$ cat config.mk
export PLATFORM = sky130hd
export DESIGN_NAME = bounded_list_insert_remove_top
export DESIGN_NICKNAME = d
export VERILOG_FILES = /design/src/design/blir_pkg.sv /design/src/design/blir_cell.sv /design/src/design/bounded_list_insert_remove_top.sv
export SDC_FILE = /design/constraint.sdc
export NUM_CORES = 1
export LEC_CHECK = 0
export BUFFER_PORTS_ARGS = -buffer_cell sky130_fd_sc_hd__buf_2
export CORE_MARGIN = 10
export CORE_UTILIZATION = 40
export CTS_BUF_LIST = sky130_fd_sc_hd__clkbuf_4
export DETAILED_ROUTE_END_ITERATION = 7
export GPL_TIMING_DRIVEN = 1
export SKIP_CTS_REPAIR_TIMING = 1
export SYNTH_ARGS = -nofsm -noshare
export SYNTH_HDL_FRONTEND = slang
export SYNTH_SLANG_ARGS = --single-unit
$ cat constraint.sdc
create_clock -name clock -period 10.78 [get_ports clock]
set_clock_uncertainty 0.2 [all_clocks]
set_input_delay 1.078 -clock clock [delete_from_list [all_inputs] [get_ports clock]]
set_output_delay 1.078 -clock clock [all_outputs]
set_load 0.005 [all_outputs]
$ cat src/design/blir_pkg.sv
// shared constants, codes and types of the bounded list block
package blir_pkg;

   // list capacity and derived widths
   localparam int DEPTH = 16;
   localparam int IDX_W = $clog2(DEPTH);
   localparam int CNT_W = $clog2(DEPTH + 1);
   localparam int VAL_W = 32;

   // operation codes carried in req_tuser
   localparam logic [1:0] ACT_APPEND    = 2'd0;
   localparam logic [1:0] ACT_REM_FIRST = 2'd1;
   localparam logic [1:0] ACT_REM_ALL   = 2'd2;

   // sequencer states
   typedef enum logic [1:0] {
      ST_IDLE,
      ST_SCAN,
      ST_HOLD
   } state_type;

   // per-cell control from the sequencer
   typedef struct packed {
      logic shift;
      logic load;
   } cell_ctl_type;

endpackage

$ cat src/design/blir_cell.sv
// one storage cell of the list chain: holds one entry, loads or takes its neighbor's entry
module blir_cell
   import blir_pkg::*;
(
   input  logic               clock,
   input  cell_ctl_type       ctl,
   input  logic [VAL_W-1:0]   load_data,
   input  logic [VAL_W-1:0]   right_data,
   output logic [VAL_W-1:0]   data
);

   logic [VAL_W-1:0] data_ff;
   logic [VAL_W-1:0] data_in;

   // a load wins over the shift toward the head
   always_comb begin
      if (ctl.load) begin
         data_in = load_data;
      end else if (ctl.shift) begin
         data_in = right_data;
      end else begin
         data_in = data_ff;
      end
   end

   always_ff @(posedge clock) begin
      data_ff <= data_in;
   end

   assign data = data_ff;

endmodule

$ cat src/design/bounded_list_insert_remove_top.sv
// top level of the bounded list: cell chain, scan sequencer and output register
//
//  channel | dir | handshake            | payload
//  --------+-----+----------------------+--------------------------------------------
//  req     | in  | req_tvalid/tready    | tdata: value; tuser: action
//  rsp     | out | rsp_tvalid/tready    | tdata: removed_value, entry_count; tuser: flags
//
// append and the unused code pass through the hold state into the output register after the accept
// a removal first scans the entries counted at the accept, then passes through the hold state: the head entry leaves
// the chain once per cycle and is either dropped or written back behind the unscanned entries
// reset clears the entry count and the handshake state; entries are undefined until written
// a new item is taken while the previous result still waits on rsp; a stalled rsp
// holds the next result in the sequencer until the output register frees
module bounded_list_insert_remove_top
   import blir_pkg::*;
(
   input  logic        clock,
   input  logic        reset,
   input  logic        req_tvalid,
   output logic        req_tready,
   input  logic [31:0] req_tdata,   // [31:0] value
   input  logic [1:0]  req_tuser,   // [1:0] action
   output logic        rsp_tvalid,
   input  logic        rsp_tready,
   output logic [39:0] rsp_tdata,   // [31:0] removed_value, [36:32] entry_count, [39:37] zero
   output logic [1:0]  rsp_tuser    // [0] found, [1] rejected
);

   state_type state_ff, state_in;

   logic [CNT_W-1:0] count_ff;
   logic [CNT_W-1:0] n_ff;
   logic [CNT_W-1:0] k_ff;
   logic [CNT_W-1:0] r_ff;
   logic [1:0]       act_ff;
   logic [VAL_W-1:0] key_ff;
   logic             rej_ff;

   logic             rsp_valid_ff;
   logic [VAL_W-1:0] rsp_value_ff;
   logic [4:0]       rsp_count_ff;
   logic             rsp_found_ff;
   logic             rsp_rej_ff;

   logic             req_fire;
   logic             out_free;
   logic             scan_step;
   logic             scan_done;
   logic             hold_load;
   logic             full;
   logic             is_append;
   logic             is_removal;
   logic             match;
   logic             keep;
   logic [CNT_W-1:0] wr_pos;
   logic [VAL_W-1:0] head;
   logic [VAL_W-1:0] load_data;

   logic [VAL_W-1:0] cell_q [DEPTH];
   cell_ctl_type     cell_ctl [DEPTH];

   // handshake and decode
   assign req_fire   = req_tvalid && req_tready;
   assign out_free   = !rsp_valid_ff || rsp_tready;
   assign full       = (count_ff == CNT_W'(DEPTH));
   assign is_append  = (req_tuser == ACT_APPEND);
   assign is_removal = (act_ff == ACT_REM_FIRST) || (act_ff == ACT_REM_ALL);
   assign scan_done  = (k_ff == n_ff);

   // head entry test: drop it on a match, else write it back behind the unscanned ones
   assign head   = cell_q[0];
   assign match  = (head == key_ff) && ((act_ff == ACT_REM_ALL) || (r_ff == '0));
   assign keep   = !match;
   assign wr_pos = n_ff - r_ff - CNT_W'(1);

   // next state
   always_comb begin
      state_in = state_ff;
      case (state_ff)
         ST_IDLE: begin
            if (req_fire) begin
               if ((req_tuser == ACT_REM_FIRST) || (req_tuser == ACT_REM_ALL)) begin
                  state_in = ST_SCAN;
               end else begin
                  state_in = ST_HOLD;
               end
            end
         end
         ST_SCAN: begin
            if (scan_done) begin
               state_in = ST_HOLD;
            end
         end
         ST_HOLD: begin
            if (out_free) begin
               state_in = ST_IDLE;
            end
         end
         default: state_in = ST_IDLE;
      endcase
   end

   // sequencer outputs
   always_comb begin
      req_tready = 1'b0;
      scan_step  = 1'b0;
      hold_load  = 1'b0;
      case (state_ff)
         ST_IDLE: req_tready = 1'b1;
         ST_SCAN: scan_step  = !scan_done;
         ST_HOLD: hold_load  = out_free;
         default: req_tready = 1'b0;
      endcase
   end

   assign load_data = scan_step ? head : req_tdata;

   // the cell chain
   for (genvar i = 0; i < DEPTH; i++) begin : g_cell
      logic [VAL_W-1:0] right;
      if (i < DEPTH - 1) begin : g_mid
         assign right = cell_q[i+1];
      end else begin : g_end
         assign right = cell_q[i];
      end

      assign cell_ctl[i].shift = scan_step;
      assign cell_ctl[i].load  = (scan_step && keep && (wr_pos == CNT_W'(i)))
                              || (req_fire && is_append && !full && (count_ff == CNT_W'(i)));

      blir_cell u_cell (
         .clock      (clock),
         .ctl        (cell_ctl[i]),
         .load_data  (load_data),
         .right_data (right),
         .data       (cell_q[i])
      );
   end

   // sequencer registers
   always_ff @(posedge clock) begin
      if (reset) begin
         state_ff <= ST_IDLE;
         count_ff <= '0;
      end else begin
         state_ff <= state_in;
         if (req_fire && is_append && !full) begin
            count_ff <= count_ff + CNT_W'(1);
         end else if ((state_ff == ST_SCAN) && scan_done) begin
            count_ff <= n_ff - r_ff;
         end
      end
   end

   // operation context and scan counters
   always_ff @(posedge clock) begin
      if (req_fire) begin
         act_ff <= req_tuser;
         key_ff <= req_tdata;
         rej_ff <= is_append && full;
         n_ff   <= count_ff;
         k_ff   <= '0;
         r_ff   <= '0;
      end else if (scan_step) begin
         k_ff <= k_ff + CNT_W'(1);
         if (match) begin
            r_ff <= r_ff + CNT_W'(1);
         end
      end
   end

   // output register
   always_ff @(posedge clock) begin
      if (reset) begin
         rsp_valid_ff <= 1'b0;
      end else if (hold_load) begin
         rsp_valid_ff <= 1'b1;
      end else if (rsp_tready) begin
         rsp_valid_ff <= 1'b0;
      end
   end

   always_ff @(posedge clock) begin
      if (hold_load) begin
         rsp_found_ff <= is_removal && (r_ff != '0);
         rsp_value_ff <= (is_removal && (r_ff != '0)) ? key_ff : '0;
         rsp_count_ff <= count_ff[4:0];
         rsp_rej_ff   <= rej_ff;
      end
   end

   assign rsp_tvalid = rsp_valid_ff;
   assign rsp_tdata  = {3'b000, rsp_count_ff, rsp_value_ff};
   assign rsp_tuser  = {rsp_rej_ff, rsp_found_ff};

   // the entry count never exceeds capacity
   a_count_bound: assert property (@(posedge clock) disable iff (reset)
      count_ff <= CNT_W'(DEPTH))
      else $error("entry count above capacity");

   // drops never outrun scanned entries, and scanning stops at the snapshot count
   a_scan_bound: assert property (@(posedge clock) disable iff (reset)
      (state_ff == ST_SCAN) |-> ((r_ff <= k_ff) && (k_ff <= n_ff)))
      else $error("scan counters out of range");

   // a removal that ends leaves the count reduced by exactly the drops
   a_scan_count: assert property (@(posedge clock) disable iff (reset)
      ((state_ff == ST_SCAN) && scan_done) |=> (count_ff == $past(n_ff - r_ff)))
      else $error("count after removal does not match drops");

   // a rejection only comes from an append
   a_reject_kind: assert property (@(posedge clock) disable iff (reset)
      (hold_load && rej_ff) |-> (act_ff == ACT_APPEND))
      else $error("rejection flagged on a non-append item");

endmodule

==> impl_metrics.py <==
metrics = {
    "critical_path": {
        "cp_slowest_cell": "o31ai_4",
        "crit_cells": 11,
        "start_kind": "register",
        "end_kind": "register",
        "crit_fanout": 18,
        "worst_ep_required_time_ns": 11.28,
        "worstReg2RegEnd": "g_cell[5].u_cell.data[16]$_DFFE_PP_",
        "startpoint": "n_ff[0]$_DFFE_PP_",
        "cp_common_cell": "inv_1",
        "path_cells": "inv_1 -> ha_1 -> inv_1 -> fa_1 -> a21o_1 -> a21oi_1 -> xor2_1 -> nand3_1 -> o31ai_4 -> buf_4 -> mux2_2",
        "critPathBufInv": 3,
        "crit_type": "reg2reg",
        "r2r_start": "n_ff[0]$_DFFE_PP_",
        "crit_arrival_ns": 5.41,
        "crit_path_end": "g_cell[5].u_cell.data[16]$_DFFE_PP_",
        "rr_worst_depth": 11,
        "crit_family": "compound AO/OA/AOI/OAI gates",
        "r2r_slack_ns": 5.88,
        "cpPeakStageDelay_ns": 1.08,
    },
    "hold_path": {
        "hp-class": "in2reg",
        "min_path_cells": 1,
        "min_from": "req_tdata[17]",
    },
    "synth": {
        "ys_ff_latch": 609,
        "synth_flop_cell": "edfxtp_1",
        "synth_cell_types": 49,
        "avgSynthCellArea_um2": 16.6,
        "ys.warnings.count": 0,
        "ys_seq_area_share_pct": 68.9,
        "synth_edf_count": 591,
        "syn_inst": 1579,
        "async_reset_ff_share_pct": 0,
        "syn-cell-area_um2": 26300,
    },
    "sta": {
        "slew_headroom_pct": 14.4,
        "finalSetupViolations": 0,
        "fmax_mhz": 204,
        "final.setup.tns_ns": 0,
        "worst_slack_ns": 5.88,
        "tightest_slew_ns": 1.28,
        "whs_ns": 0.0778,
        "fin_crit_sh_pct": 45.5,
        "drv_slew": 0,
        "rsz0062_at_grt": "no",
        "min_period_ns": 4.90,
        "hold_viol_final": 0,
    },
    "cells_and_area": {
        "final_cells": 2733,
        "syn_to_final_growth_pct": 13.8,
        "fill_cells": 5686,
        "final_core_util_pct": 46.2,
        "drive_above_1_share_pct": 46.3,
        "fin_area_um2": 29900,
        "multi_input_area_um2": 7890,
        "nets": 1811,
        "register_area_um2": 18100,
    },
    "drt": {
        "detail_route.wl_per_cell_um": 23.1,
        "ant_nets": 0,
        "drt_drc_violations_left": 0,
        "wl_um": 63000,
        "via_count": 14400,
        "drtPass1Iterations": 6,
        "drtIter0Drc": 1030,
        "vias_per_cell": 5.27,
    },
    "power_and_ir_drop": {
        "power_density_nw_per_um2": 189,
        "total_power_mw": 5.65,
        "ir_drop_v": 0.000101,
        "power_leakage_nw": 10.3,
    },
    "floorplanning": {
        "die-width_um": 276,
        "initial_core_util_pct": 40.6,
        "io_pins": 82,
        "dieArea_um2": 76400,
        "die_h_um": 276,
        "core_area_um2": 64800,
        "row_count": 93,
    },
    "global_route": {
        "overflow": 0,
        "grt_pass1_vias": 14900,
        "grt_max_degree": 54,
        "globalRouteTotalUtil_pct": 16.4,
        "antenna_found_initial": 3,
        "grt_pass1_wl_um": 95200,
    },
    "clock_network": {
        "clock_sinks": 609,
        "cts_tree": "done",
        "clkLatencyLatePin_ns": 1.01,
        "root_buffer": "clkbuf_4",
        "path_clk_slew_ns": 0.07,
        "htree_levels": 4,
        "clk_path_buf_depth": 3,
        "cts_buffers": 164,
    },
    "place": {
        "port_buffers": 78,
        "place_area_um2": 27700,
        "finalWeightedCongestion": 0.774,
        "preCtsSetupSlack_ns": 5.91,
        "place_inst": 2433,
        "dp_hpwl_um": 35500,
    },
    "run": {
        "maxCapViolCount": 0,
    },
    "status": {
        "outcome": "finished clean",
    },
}
==> power by group <==
group / internal, mW / leakage (nW) / switching [mW]
combinational: 0.185 / 3.39 / 0.428
clock: 1.13 / 1.28 / 0.959
sequential: 2.88 / 5.59 / 0.0646
total: 4.20 / 10.3 / 1.45
==> Yosys cell counts (6+ instances only) <==
| library cell | count | area [um^2] |
|---|---|---|
| a21oi_1 | 10 | 50.1 |
| and2_1 | 33 | 206 |
| buf_2 | 32 | 160 |
| buf_4 | 17 | 128 |
| clkbuf_1 | 48 | 180 |
| dfxtp_1 | 18 | 360 |
| edfxtp_1 | 591 | 17700 |
| ha_1 | 14 | 175 |
| inv_1 | 15 | 56.3 |
| mux2_1 | 20 | 225 |
| mux2_2 | 463 | 5210 |
| mux2i_1 | 7 | 70.1 |
| nand2_1 | 141 | 529 |
| nand3_1 | 7 | 35.0 |
| nand4_1 | 6 | 37.5 |
| nor2_1 | 27 | 101 |
| nor4_1 | 14 | 87.6 |
| o31ai_1 | 11 | 82.6 |
| xnor2_1 | 11 | 96.3 |
| xor2_1 | 36 | 315 |
==> flip-flops by register name, indices dropped and copies added, names as in the netlist <==
signal	flops
rsp_count_ff	5
n_ff	5
rej_ff	1
rsp_value_ff	32
k_ff	5
key_ff	32
count_ff	5
rsp_rej_ff	1
g_cell.u_cell.data	512
r_ff	5
rsp_tvalid	1
rsp_found_ff	1
state_ff	2
act_ff	2
==> area by class of cell <==
type / count / share of cell area (%)
clock buffers: 253 / 6.35
well taps: 855 / 3.58
multi-input cells: 856 / 26.4
flip-flops and latches: 609 / 60.5
diodes: 3 / 0.0251
repair buffers: 112 / 2.28
clock inverters: 30 / 0.711
inverters: 15 / 0.188
==> how the worst min path moves through the flow <==
| stage | end |
|---|---|
| after floorplan | rsp_rej_ff$_DFFE_PP_ |
| after global placement | rsp_rej_ff$_DFFE_PP_ |
| after detailed placement | rsp_rej_ff$_DFFE_PP_ |
| after CTS | key_ff[28]$_DFFE_PP_ |
| after global routing | key_ff[24]$_DFFE_PP_ |
| final | key_ff[17]$_DFFE_PP_ |
==> routing by layer <==
layer | track usage, % | share of wire, %
met1 | 21.8 | 45
met2 | 25.4 | 47
met3 | 4.31 | 5.8
met4 | 5.77 | 2.0
met5 | 0 | 0
==> cells in the final DEF (no fill, tap or decap), drive strengths merged, types with 14 or more instances in the layout <==
| cell type | synthesis | layout |
|---|---|---|
| nor2 | 27 | 27 |
| xor2 | 36 | 36 |
| buf | 53 | 98 |
| edfxtp | 591 | 591 |
| nand2 | 141 | 141 |
| and2 | 33 | 33 |
| clkinv | 0 | 17 |
| clkbuf | 48 | 253 |
| ha | 14 | 14 |
| inv | 15 | 24 |
| dfxtp | 18 | 18 |
| dlygate4sd3 | 0 | 14 |
| mux2 | 483 | 483 |
| nor4 | 15 | 15 |
==> cell families (layout without fill, tap and decap cells) <==
kind of cell	Yosys count	count (layout)	share of synthesized area [%]
AND/OR/NAND/NOR	260	260	4.71
XOR/XNOR	47	47	1.57
AO/OA/AOI/OAI	41	41	1.08
other	1	6	0.0143
adder cells (fa/ha/maj)	15	15	0.743
buffers and inverters	116	410	2.05
multiplexers	490	490	21.0
flip-flops	609	609	68.9
(Power assumes the default switching activity.)
